--- src/sv/sri_pkg.sv ---
// ----------------------------------------------------------------------------
// Segment/rectangle intersection package
// Shared constants for the segment versus rectangle hit tester.
// ----------------------------------------------------------------------------
package sri_pkg;

  localparam int unsigned NUM_IN_FIELDS = 8;
  localparam int unsigned OUT_TDATA_W   = 8;
  localparam int unsigned HIT_BIT       = 0;
  localparam int unsigned PIPE_DEPTH    = 4;

endpackage : sri_pkg

--- src/sv/segment_rectangle_intersect_top.sv ---
// ----------------------------------------------------------------------------
// Segment/rectangle intersection top level
// Reports whether a line segment touches a filled axis-aligned rectangle.
// ----------------------------------------------------------------------------
// An input word passes stages 1, 2, 3 and the output register in turn.
// Throughput: one word per cycle; the four stages advance together and hold
// as a whole while the output register is full and out_tready is low.
// Reset: rst_n (synchronous, active low) clears all stage valid bits; the
// data registers are not reset.
module segment_rectangle_intersect_top #(
  parameter int unsigned COORD_BITS = 16
) (
  input  logic                             clk,
  input  logic                             rst_n,
  input  logic                             in_tvalid,
  output logic                             in_tready,
  // seg_start_x, seg_start_y, seg_end_x, seg_end_y,
  // corner_a_x, corner_a_y, corner_b_x, corner_b_y
  input  logic [sri_pkg::NUM_IN_FIELDS*COORD_BITS-1:0] in_tdata,
  output logic                             out_tvalid,
  input  logic                             out_tready,
  // hit, then zero padding
  output logic [sri_pkg::OUT_TDATA_W-1:0] out_tdata
);
  import sri_pkg::*;

  localparam int unsigned CB = COORD_BITS;
  localparam int unsigned DW = CB + 1;
  localparam int unsigned PW = 2 * DW;
  localparam int unsigned XW = PW + 1;

  logic ce;

  logic signed [CB-1:0] sx, sy, ex, ey, ax, ay, bx, by;

  // Stage 1: captured segment and sorted rectangle.
  logic                 s1_valid_r;
  logic signed [CB-1:0] s1_sx_r, s1_sy_r, s1_ex_r, s1_ey_r;
  logic signed [CB-1:0] s1_rx0_r, s1_rx1_r, s1_ry0_r, s1_ry1_r;

  // Stage 2: differences and bounding box reject.
  logic                 s2_valid_r;
  logic                 s2_miss_r;
  logic signed [DW-1:0] s2_dx_r, s2_dy_r, s2_px0_r, s2_px1_r, s2_py0_r, s2_py1_r;
  logic                 s2_miss_nxt;

  // Stage 3: partial products.
  logic                 s3_valid_r;
  logic                 s3_miss_r;
  logic signed [PW-1:0] s3_a0_r, s3_a1_r, s3_b0_r, s3_b1_r;

  // Stage 4: output register.
  logic                 out_valid_r;
  logic                 hit_r;
  logic                 hit_nxt;

  logic signed [XW-1:0] c0, c1, c2, c3;
  logic                 all_pos, all_neg;

  assign ce        = !out_valid_r || out_tready;
  assign in_tready = ce;

  assign sx = in_tdata[0*CB +: CB];
  assign sy = in_tdata[1*CB +: CB];
  assign ex = in_tdata[2*CB +: CB];
  assign ey = in_tdata[3*CB +: CB];
  assign ax = in_tdata[4*CB +: CB];
  assign ay = in_tdata[5*CB +: CB];
  assign bx = in_tdata[6*CB +: CB];
  assign by = in_tdata[7*CB +: CB];

  assign s2_miss_nxt =
      ((s1_sx_r > s1_ex_r ? s1_sx_r : s1_ex_r) < s1_rx0_r) ||
      ((s1_sx_r < s1_ex_r ? s1_sx_r : s1_ex_r) > s1_rx1_r) ||
      ((s1_sy_r > s1_ey_r ? s1_sy_r : s1_ey_r) < s1_ry0_r) ||
      ((s1_sy_r < s1_ey_r ? s1_sy_r : s1_ey_r) > s1_ry1_r);

  assign c0 = {s3_a0_r[PW-1], s3_a0_r} - {s3_b0_r[PW-1], s3_b0_r};
  assign c1 = {s3_a0_r[PW-1], s3_a0_r} - {s3_b1_r[PW-1], s3_b1_r};
  assign c2 = {s3_a1_r[PW-1], s3_a1_r} - {s3_b1_r[PW-1], s3_b1_r};
  assign c3 = {s3_a1_r[PW-1], s3_a1_r} - {s3_b0_r[PW-1], s3_b0_r};

  assign all_pos = (c0 > 0) && (c1 > 0) && (c2 > 0) && (c3 > 0);
  assign all_neg = (c0 < 0) && (c1 < 0) && (c2 < 0) && (c3 < 0);
  assign hit_nxt = !s3_miss_r && !(all_pos || all_neg);

  always_ff @(posedge clk) begin
    if (!rst_n) begin
      s1_valid_r  <= 1'b0;
      s2_valid_r  <= 1'b0;
      s3_valid_r  <= 1'b0;
      out_valid_r <= 1'b0;
    end else if (ce) begin
      s1_valid_r  <= in_tvalid;
      s2_valid_r  <= s1_valid_r;
      s3_valid_r  <= s2_valid_r;
      out_valid_r <= s3_valid_r;
    end
  end

  always_ff @(posedge clk) begin
    if (ce) begin
      s1_sx_r  <= sx;
      s1_sy_r  <= sy;
      s1_ex_r  <= ex;
      s1_ey_r  <= ey;
      s1_rx0_r <= (ax < bx) ? ax : bx;
      s1_rx1_r <= (ax < bx) ? bx : ax;
      s1_ry0_r <= (ay < by) ? ay : by;
      s1_ry1_r <= (ay < by) ? by : ay;

      s2_miss_r <= s2_miss_nxt;
      s2_dx_r   <= {s1_ex_r[CB-1], s1_ex_r} - {s1_sx_r[CB-1], s1_sx_r};
      s2_dy_r   <= {s1_ey_r[CB-1], s1_ey_r} - {s1_sy_r[CB-1], s1_sy_r};
      s2_px0_r  <= {s1_rx0_r[CB-1], s1_rx0_r} - {s1_sx_r[CB-1], s1_sx_r};
      s2_px1_r  <= {s1_rx1_r[CB-1], s1_rx1_r} - {s1_sx_r[CB-1], s1_sx_r};
      s2_py0_r  <= {s1_ry0_r[CB-1], s1_ry0_r} - {s1_sy_r[CB-1], s1_sy_r};
      s2_py1_r  <= {s1_ry1_r[CB-1], s1_ry1_r} - {s1_sy_r[CB-1], s1_sy_r};

      s3_miss_r <= s2_miss_r;
      s3_a0_r   <= PW'(s2_dx_r * s2_py0_r);
      s3_a1_r   <= PW'(s2_dx_r * s2_py1_r);
      s3_b0_r   <= PW'(s2_dy_r * s2_px0_r);
      s3_b1_r   <= PW'(s2_dy_r * s2_px1_r);

      hit_r <= hit_nxt;
    end
  end

  always_comb begin
    out_tdata          = '0;
    out_tdata[HIT_BIT] = hit_r;
  end
  assign out_tvalid = out_valid_r;

`ifndef SYNTH
  a_miss_gives_no_hit: assert property (@(posedge clk) disable iff (!rst_n)
    s3_valid_r && s3_miss_r && ce |=> !out_tdata[HIT_BIT])
    else $error("bounding box reject produced a hit");

  a_bubble_stays_bubble: assert property (@(posedge clk) disable iff (!rst_n)
    ce && !s3_valid_r |=> !out_tvalid)
    else $error("result word appeared from an empty stage");

  a_point_segment_in_box_hits: assert property (@(posedge clk) disable iff (!rst_n)
    s3_valid_r && !s3_miss_r && ce && s3_a0_r == '0 && s3_a1_r == '0 &&
    s3_b0_r == '0 && s3_b1_r == '0 |=> out_tdata[HIT_BIT])
    else $error("collinear word inside the box was reported as a miss");
`endif

endmodule : segment_rectangle_intersect_top
--- config.mk ---
export PLATFORM = sky130hd
export DESIGN_NAME = segment_rectangle_intersect_top
export DESIGN_NICKNAME = d
export VERILOG_FILES = /design/src/sv/sri_pkg.sv /design/src/sv/segment_rectangle_intersect_top.sv
export SDC_FILE = /design/constraint.sdc
export NUM_CORES = 2
export LEC_CHECK = 0
export BUFFER_PORTS_ARGS = -buffer_cell sky130_fd_sc_hd__buf_4
export CAP_MARGIN = 20
export CORE_MARGIN = 2
export CORE_UTILIZATION = 66
export CTS_CLUSTER_SIZE = 10
export DETAILED_ROUTE_END_ITERATION = 8
export PLACE_DENSITY = 0.86
export SLEW_MARGIN = 30
export SYNTH_ARGS = -nofsm -noshare
export SYNTH_HDL_FRONTEND = slang
export SYNTH_SLANG_ARGS = --single-unit
export TNS_END_PERCENT = 20
--- constraint.sdc ---
create_clock -name clk -period 25.1 [get_ports clk]
set_input_delay 0 -clock clk [delete_from_list [all_inputs] [get_ports clk]]
set_output_delay 0 -clock clk [all_outputs]
set_load 0.01 [all_outputs]
## Word level (Yosys, flattened, before mapping)

Cells that the tools add are included.

| word-level totals | value |
|---|---|
| input bits | 132 |
| output and inout bits | 10 |
| register bits after elaboration | 373 |
| logic and storage cells | 80 |

| operators by class | value |
|---|---|
| mux-type cells | 8 |
| add/sub/neg operators | 10 |
| multipliers | 4 |
| reduce and logical (&&, ||, !) cells | 15 |
| magnitude comparators | 18 |

Operator list:

| kind | count |
|---|---|
| $gt 35x1->1 const B | 4 |
| $lt 35x1->1 const B | 4 |
| $sub 34x34->35 | 4 |
| $mul 17x17->34 | 4 |
| $mux 16 | 8 |
| $sub 16x16->17 | 6 |
| $lt 16x16->1 | 6 |
| $gt 16x16->1 | 4 |
| $logic_and 1x1->1 | 7 |
| $logic_or 1x1->1 | 5 |
| $logic_not 1->1 | 3 |

## Longest topological paths before layout

| depth | value |
|---|---|
| depth after elaboration | 8 |
| gate-level depth with buffers | 29 |
| depth with buffers taken out | 27 |

## Least setup slack after synthesis

OpenSTA, ideal clock, no wires.

| timing | value |
|---|---|
| kind | reg2reg |
| start point | reg out_valid_r (netlist: out_tvalid) |
| end point | reg out_valid_r (netlist: out_tvalid) |
| slack | 13.041 ns |
| cell stages (with the launch flop) | 4 |
| data required time | 24.505 ns |
| path buffers | 1 |
| library setup time | 0.595 ns |
| arrival | 11.465 ns |
| period minus slack after synthesis | 12.059 ns |
| path through | dfxtp_1 > nand2b_1 > clkbuf_1 > a21boi_0 |

| on the way | value |
|---|---|
| word-level cells in the longest chain between the ends | 2 |

RTL lines:

| item | line | RTL |
|---|---|---|
| start, declared | segment_rectangle_intersect_top.sv:53 | `logic out_valid_r;` |
| start signal, assigned | segment_rectangle_intersect_top.sv:97 | `out_valid_r <= s3_valid_r;` |
| $logic_not 1->1 | segment_rectangle_intersect_top.sv:60 | `assign ce = !out_valid_r \|\| out_tready;` |
| $logic_or 1x1->1 | segment_rectangle_intersect_top.sv:60 |  |
| named net in_tready | segment_rectangle_intersect_top.sv:16 | `output logic in_tready,` |

The timed path passes the listed nets, and every way through them passes these cells.
A chain may end at the register's enable or synchronous reset.

## Final worst setup path

| timing | value |
|---|---|
| start point | reg s2_py1_r[5] |
| end point | reg s3_a1_r[33] (data pin) |

| on the way | value |
|---|---|
| word-level cells in the longest chain between the ends | 1 |

RTL lines:

| item | line | RTL |
|---|---|---|
| start, declared | segment_rectangle_intersect_top.sv:44 | `logic signed [DW-1:0] s2_dx_r, s2_dy_r, s2_px0_r, s2_px1_r, s2_py0_r, s2_py1_r;` |
| start signal, assigned | segment_rectangle_intersect_top.sv:118 | `s2_py1_r <= {s1_ry1_r[CB-1], s1_ry1_r} - {s1_sy_r[CB-1], s1_sy_r};` |
| $mul 17x17->34 | segment_rectangle_intersect_top.sv:122 | `s3_a1_r <= PW'(s2_dx_r * s2_py1_r);` |
| end signal, assigned | segment_rectangle_intersect_top.sv:122 |  |
| end, declared | segment_rectangle_intersect_top.sv:50 | `logic signed [PW-1:0] s3_a0_r, s3_a1_r, s3_b0_r, s3_b1_r;` |

Every way passes these cells.

==> flow_summary_export.csv <==
group,metric,value,unit
logic_synthesis,syn_inst,7406,
sta,period_share,30.7,%
floorplanning,fp-row-count,119,
setup_path,timing.rr.start,"s2_py1_r[5]$_DFFE_PP_",
cts,tritoncts,"yes",
sta,maxSlewViolCount,0,
min_path,hold_start,"in_tdata[13]",
cells_and_area,final_nets,9564,
floorplanning,die_area,109000,um^2
routing,drc,2,
routing,drt-vias-per-instance,6.17,
status,outcome,"finished, violations left",
sta,hold_violations,0,
logic_synthesis,synthFlopType,"edfxtp_1",
setup_path,timing_worst_setup_path_type,"reg -> reg",
setup_path,crit_required,25500,ps
logic_synthesis,postSynth.asyncResetShare,0,%
logic_synthesis,synth.area.top_cells,"fa_1 (34%), edfxtp_1 (16%), ha_1 (12%), inv_1 (8.2%), and2_1 (5.2%)",
routing,dr.pass1.iters,9,
sta,tightest_slew,1070,ps
floorplanning,die_w,330,um
sta,finalCriticalPeriod,7710,ps
global_routing,antenna_found_initial,12,
setup_path,startpoint_type,"flop",
place,port-buffer-count,134,
floorplanning,ios,142,
min_path,hold_class,"in -> reg",
logic_synthesis,synth_seq_area_share,15.9,%
global_routing,grt_pass1_vias,59800,
status,violations,"design-rule violations",
cts,path_clk_slew,60,ps
sta,fmax,130,MHz
cts,cts_buffer_depth,3,
routing,vias,55500,
logic_synthesis,ys_seq_elements,373,
logic_synthesis,syn_area,70200,um^2
setup_path,reg2reg_to,"s3_a1_r[33]$_DFFE_PP_",
global_routing,grt_first_pass_wirelength,330,mm
setup_path,crit_arrival,8120,ps
cells_and_area,syn_to_final_growth,7.81,%
cts,numCtsBuffers,49,
logic_synthesis,yosys_warnings,0,
min_path,worstHoldEndpoint,"s1_sx_r[13]$_DFFE_PP_",
place,globalplace.congestion,0.987,
routing,finalWirelength,210,mm
cts,cts-root-buf,"clkbuf_16",
sta,finalSetupTns,0,ps
sta,setup_violations,0,
floorplanning,start_util,66.6,%
sta,skew,52.2,ps
routing,antenna_left,0,
routing,wl_per_cell,23.4,um
cts,postCtsSetupBuffers,0,
global_routing,grt_max_degree,77,
logic_synthesis,synth_top_area_share,34.0,%
floorplanning,coreArea,105000,um^2
global_routing,grt_overflow,0,
sta,slew_headroom,27.4,%
setup_path,critPathMaxFanout,17,
cts,insertion_delay,670,ps
cts,h-tree-depth,2,
floorplanning,die_h,330,um
place,dp_hpwl,161,mm
logic_synthesis,syn_avg_cell_area,9.48,um^2
logic_synthesis,yosysTopAreaCell,"fa_1",
flow_run,maxCapViolations,0,
setup_path,end_kind,"flop",
routing,drt_iter0_drc,5303,
global_routing,track_usage,39.7,%
setup_path,r2r_slack,17390,ps
logic_synthesis,synth_edf_count,369,
cts,clock_sinks,373,
cells_and_area,drive_gt1_share,5.21,%
logic_synthesis,synthDistinctLibCells,88,
setup_path,r2r_cells,25,
sta,rsz0062_at_grt,"false",
min_path,hold_path_depth,2,
[cell usage after synthesis (34+ instances only)]
| cell | n |
|---|---|
| nor2_1 | 285 |
| fa_1 | 1194 |
| xnor2_1 | 166 |
| a21boi_0 | 40 |
| nor2b_1 | 80 |
| nand2_1 | 717 |
| inv_1 | 1528 |
| and2_1 | 587 |
| ha_1 | 666 |
| nand4_1 | 42 |
| or3_1 | 34 |
| nor3_1 | 75 |
| mux2_2 | 108 |
| nand3_1 | 55 |
| o21a_1 | 54 |
| a21o_1 | 119 |
| xor2_1 | 61 |
| o21ai_0 | 227 |
| a21oi_1 | 249 |
| clkbuf_1 | 225 |
| nand2b_1 | 82 |
| edfxtp_1 | 369 |
[timing repair]
action                                 4_1_cts  5_1_grt
hold buffers                               163        0
endpoints found under the hold margin      132        0
gates resized for setup                      0        0
[cells by family after synthesis]
logic type	after synthesis	share of synthesized area, %
AOI/OAI and AO/OA	986	9.13
xor gates and xnor gates	227	2.83
adders and majority gates	1860	45.9
buffers and inverters	1764	9.47
DFF	373	15.9
muxes	127	2.00
other	1	0.00534
and+or+nand+nor	2068	14.8
[worst max-delay path by stage]
stage,cells past startpoint,slack (ps),to,from
4_1_cts,25,17530,s3_a1_r[33]$_DFFE_PP_,s2_py1_r[5]$_DFFE_PP_
6_report,25,17390,s3_a1_r[33]$_DFFE_PP_,s2_py1_r[5]$_DFFE_PP_
2_1_floorplan,3,13040,out_tvalid$_SDFFE_PN0P_,out_tvalid$_SDFFE_PN0P_
5_1_grt,25,17020,s3_a1_r[33]$_DFFE_PP_,s2_py1_r[5]$_DFFE_PP_
3_5_place_dp,24,17560,s3_a1_r[33]$_DFFE_PP_,s2_py1_r[5]$_DFFE_PP_
3_3_place_gp,25,17790,s3_a1_r[33]$_DFFE_PP_,s2_py1_r[5]$_DFFE_PP_
[area by class of cell]
cell class / count / area [um^2]
repair buffers: 345 / 3020
multi-input cells: 5275 / 52500
flip-flops and latches: 373 / 11200
clock inverters: 20 / 319
clock buffers: 56 / 1250
diodes: 4 / 10.0
fillers: 7234 / 29700
inverters: 1528 / 5740
well taps: 1391 / 1740
[layout by cell type, fill, tap and decap left out, types with 14 or more instances in the layout]
master and instances:
xnor2_1 166, and2_1 587, o21a_1 54, o211ai_1 19, nor2b_1 80, nor3_1 75
nand2_1 717, edfxtp_1 369, nor2_1 284, mux2_2 108, nand2b_1 81, a21oi_1 247
ha_1 666, nor3b_1 14, and3_1 21, o2111ai_1 24, mux2i_1 19, a31oi_1 31
dlygate4sd3_1 163, o21bai_1 19, o21ai_0 227, a211oi_1 33, buf_4 180, nand3_1 55
fa_1 1194, a2111oi_0 14, o22ai_1 16, nand4_1 42, or2_2 16, nor4_1 19
a21boi_0 40, a21o_1 119, or3_1 34, inv_1 1528, xor2_1 61, clkbuf_16 49
[routing by layer]
layer / share of wire (%) / wire length, um / GRT usage (%)
met5: 0.017 / 36 / 0
met4: 8.0 / 16800 / 26.1
met3: 10 / 21200 / 8.59
met2: 46 / 96600 / 63.4
met1: 36 / 75600 / 48.9
[state kept, by name (all words and copies together), names as in the netlist, 17 cells and up]
signal	flops
s3_b1_r	34
s3_a1_r	34
s3_b0_r	34
s2_py0_r	17
s3_a0_r	34
s2_px0_r	17
s2_dy_r	17
s2_px1_r	17
s2_py1_r	17
s2_dx_r	17
[stage by stage]
stage	cells	hold slack (ps)	instance area, um^2	setup slack, ps	utilization (%)
floorplan	7412	98.9	70200	13040	-
global placement	8748	178	72500	17790	68.7
detailed placement	8748	179	72500	17560	68.7
CTS	8987	28.5	75700	17530	71.8
global route	8990	58.9	75700	17020	71.8
finish	8992	63.2	75700	17390	71.8
[critical path: stages, from the launching register on]
cell and delay (ps):
edfxtp_1 710, and2_1 330, fa_1 540, inv_1 60, fa_1 460, fa_1 500, fa_1 550, inv_1 50
fa_1 470, inv_1 50, fa_1 480, inv_1 40, ha_1 390, nand2_1 100, nand2b_1 120, a2111oi_0 90
o41ai_1 1000, a221oi_1 280, nor2b_1 260, o21a_1 190, o221ai_1 180, nor2b_1 160, o21a_1 140, o21ai_1 90
nor2_1 140, a211oi_1 70
Power is left out: the tool's default activity adds up to more than one toggle a clock period on the data nets, which glitch-free logic cannot reach.
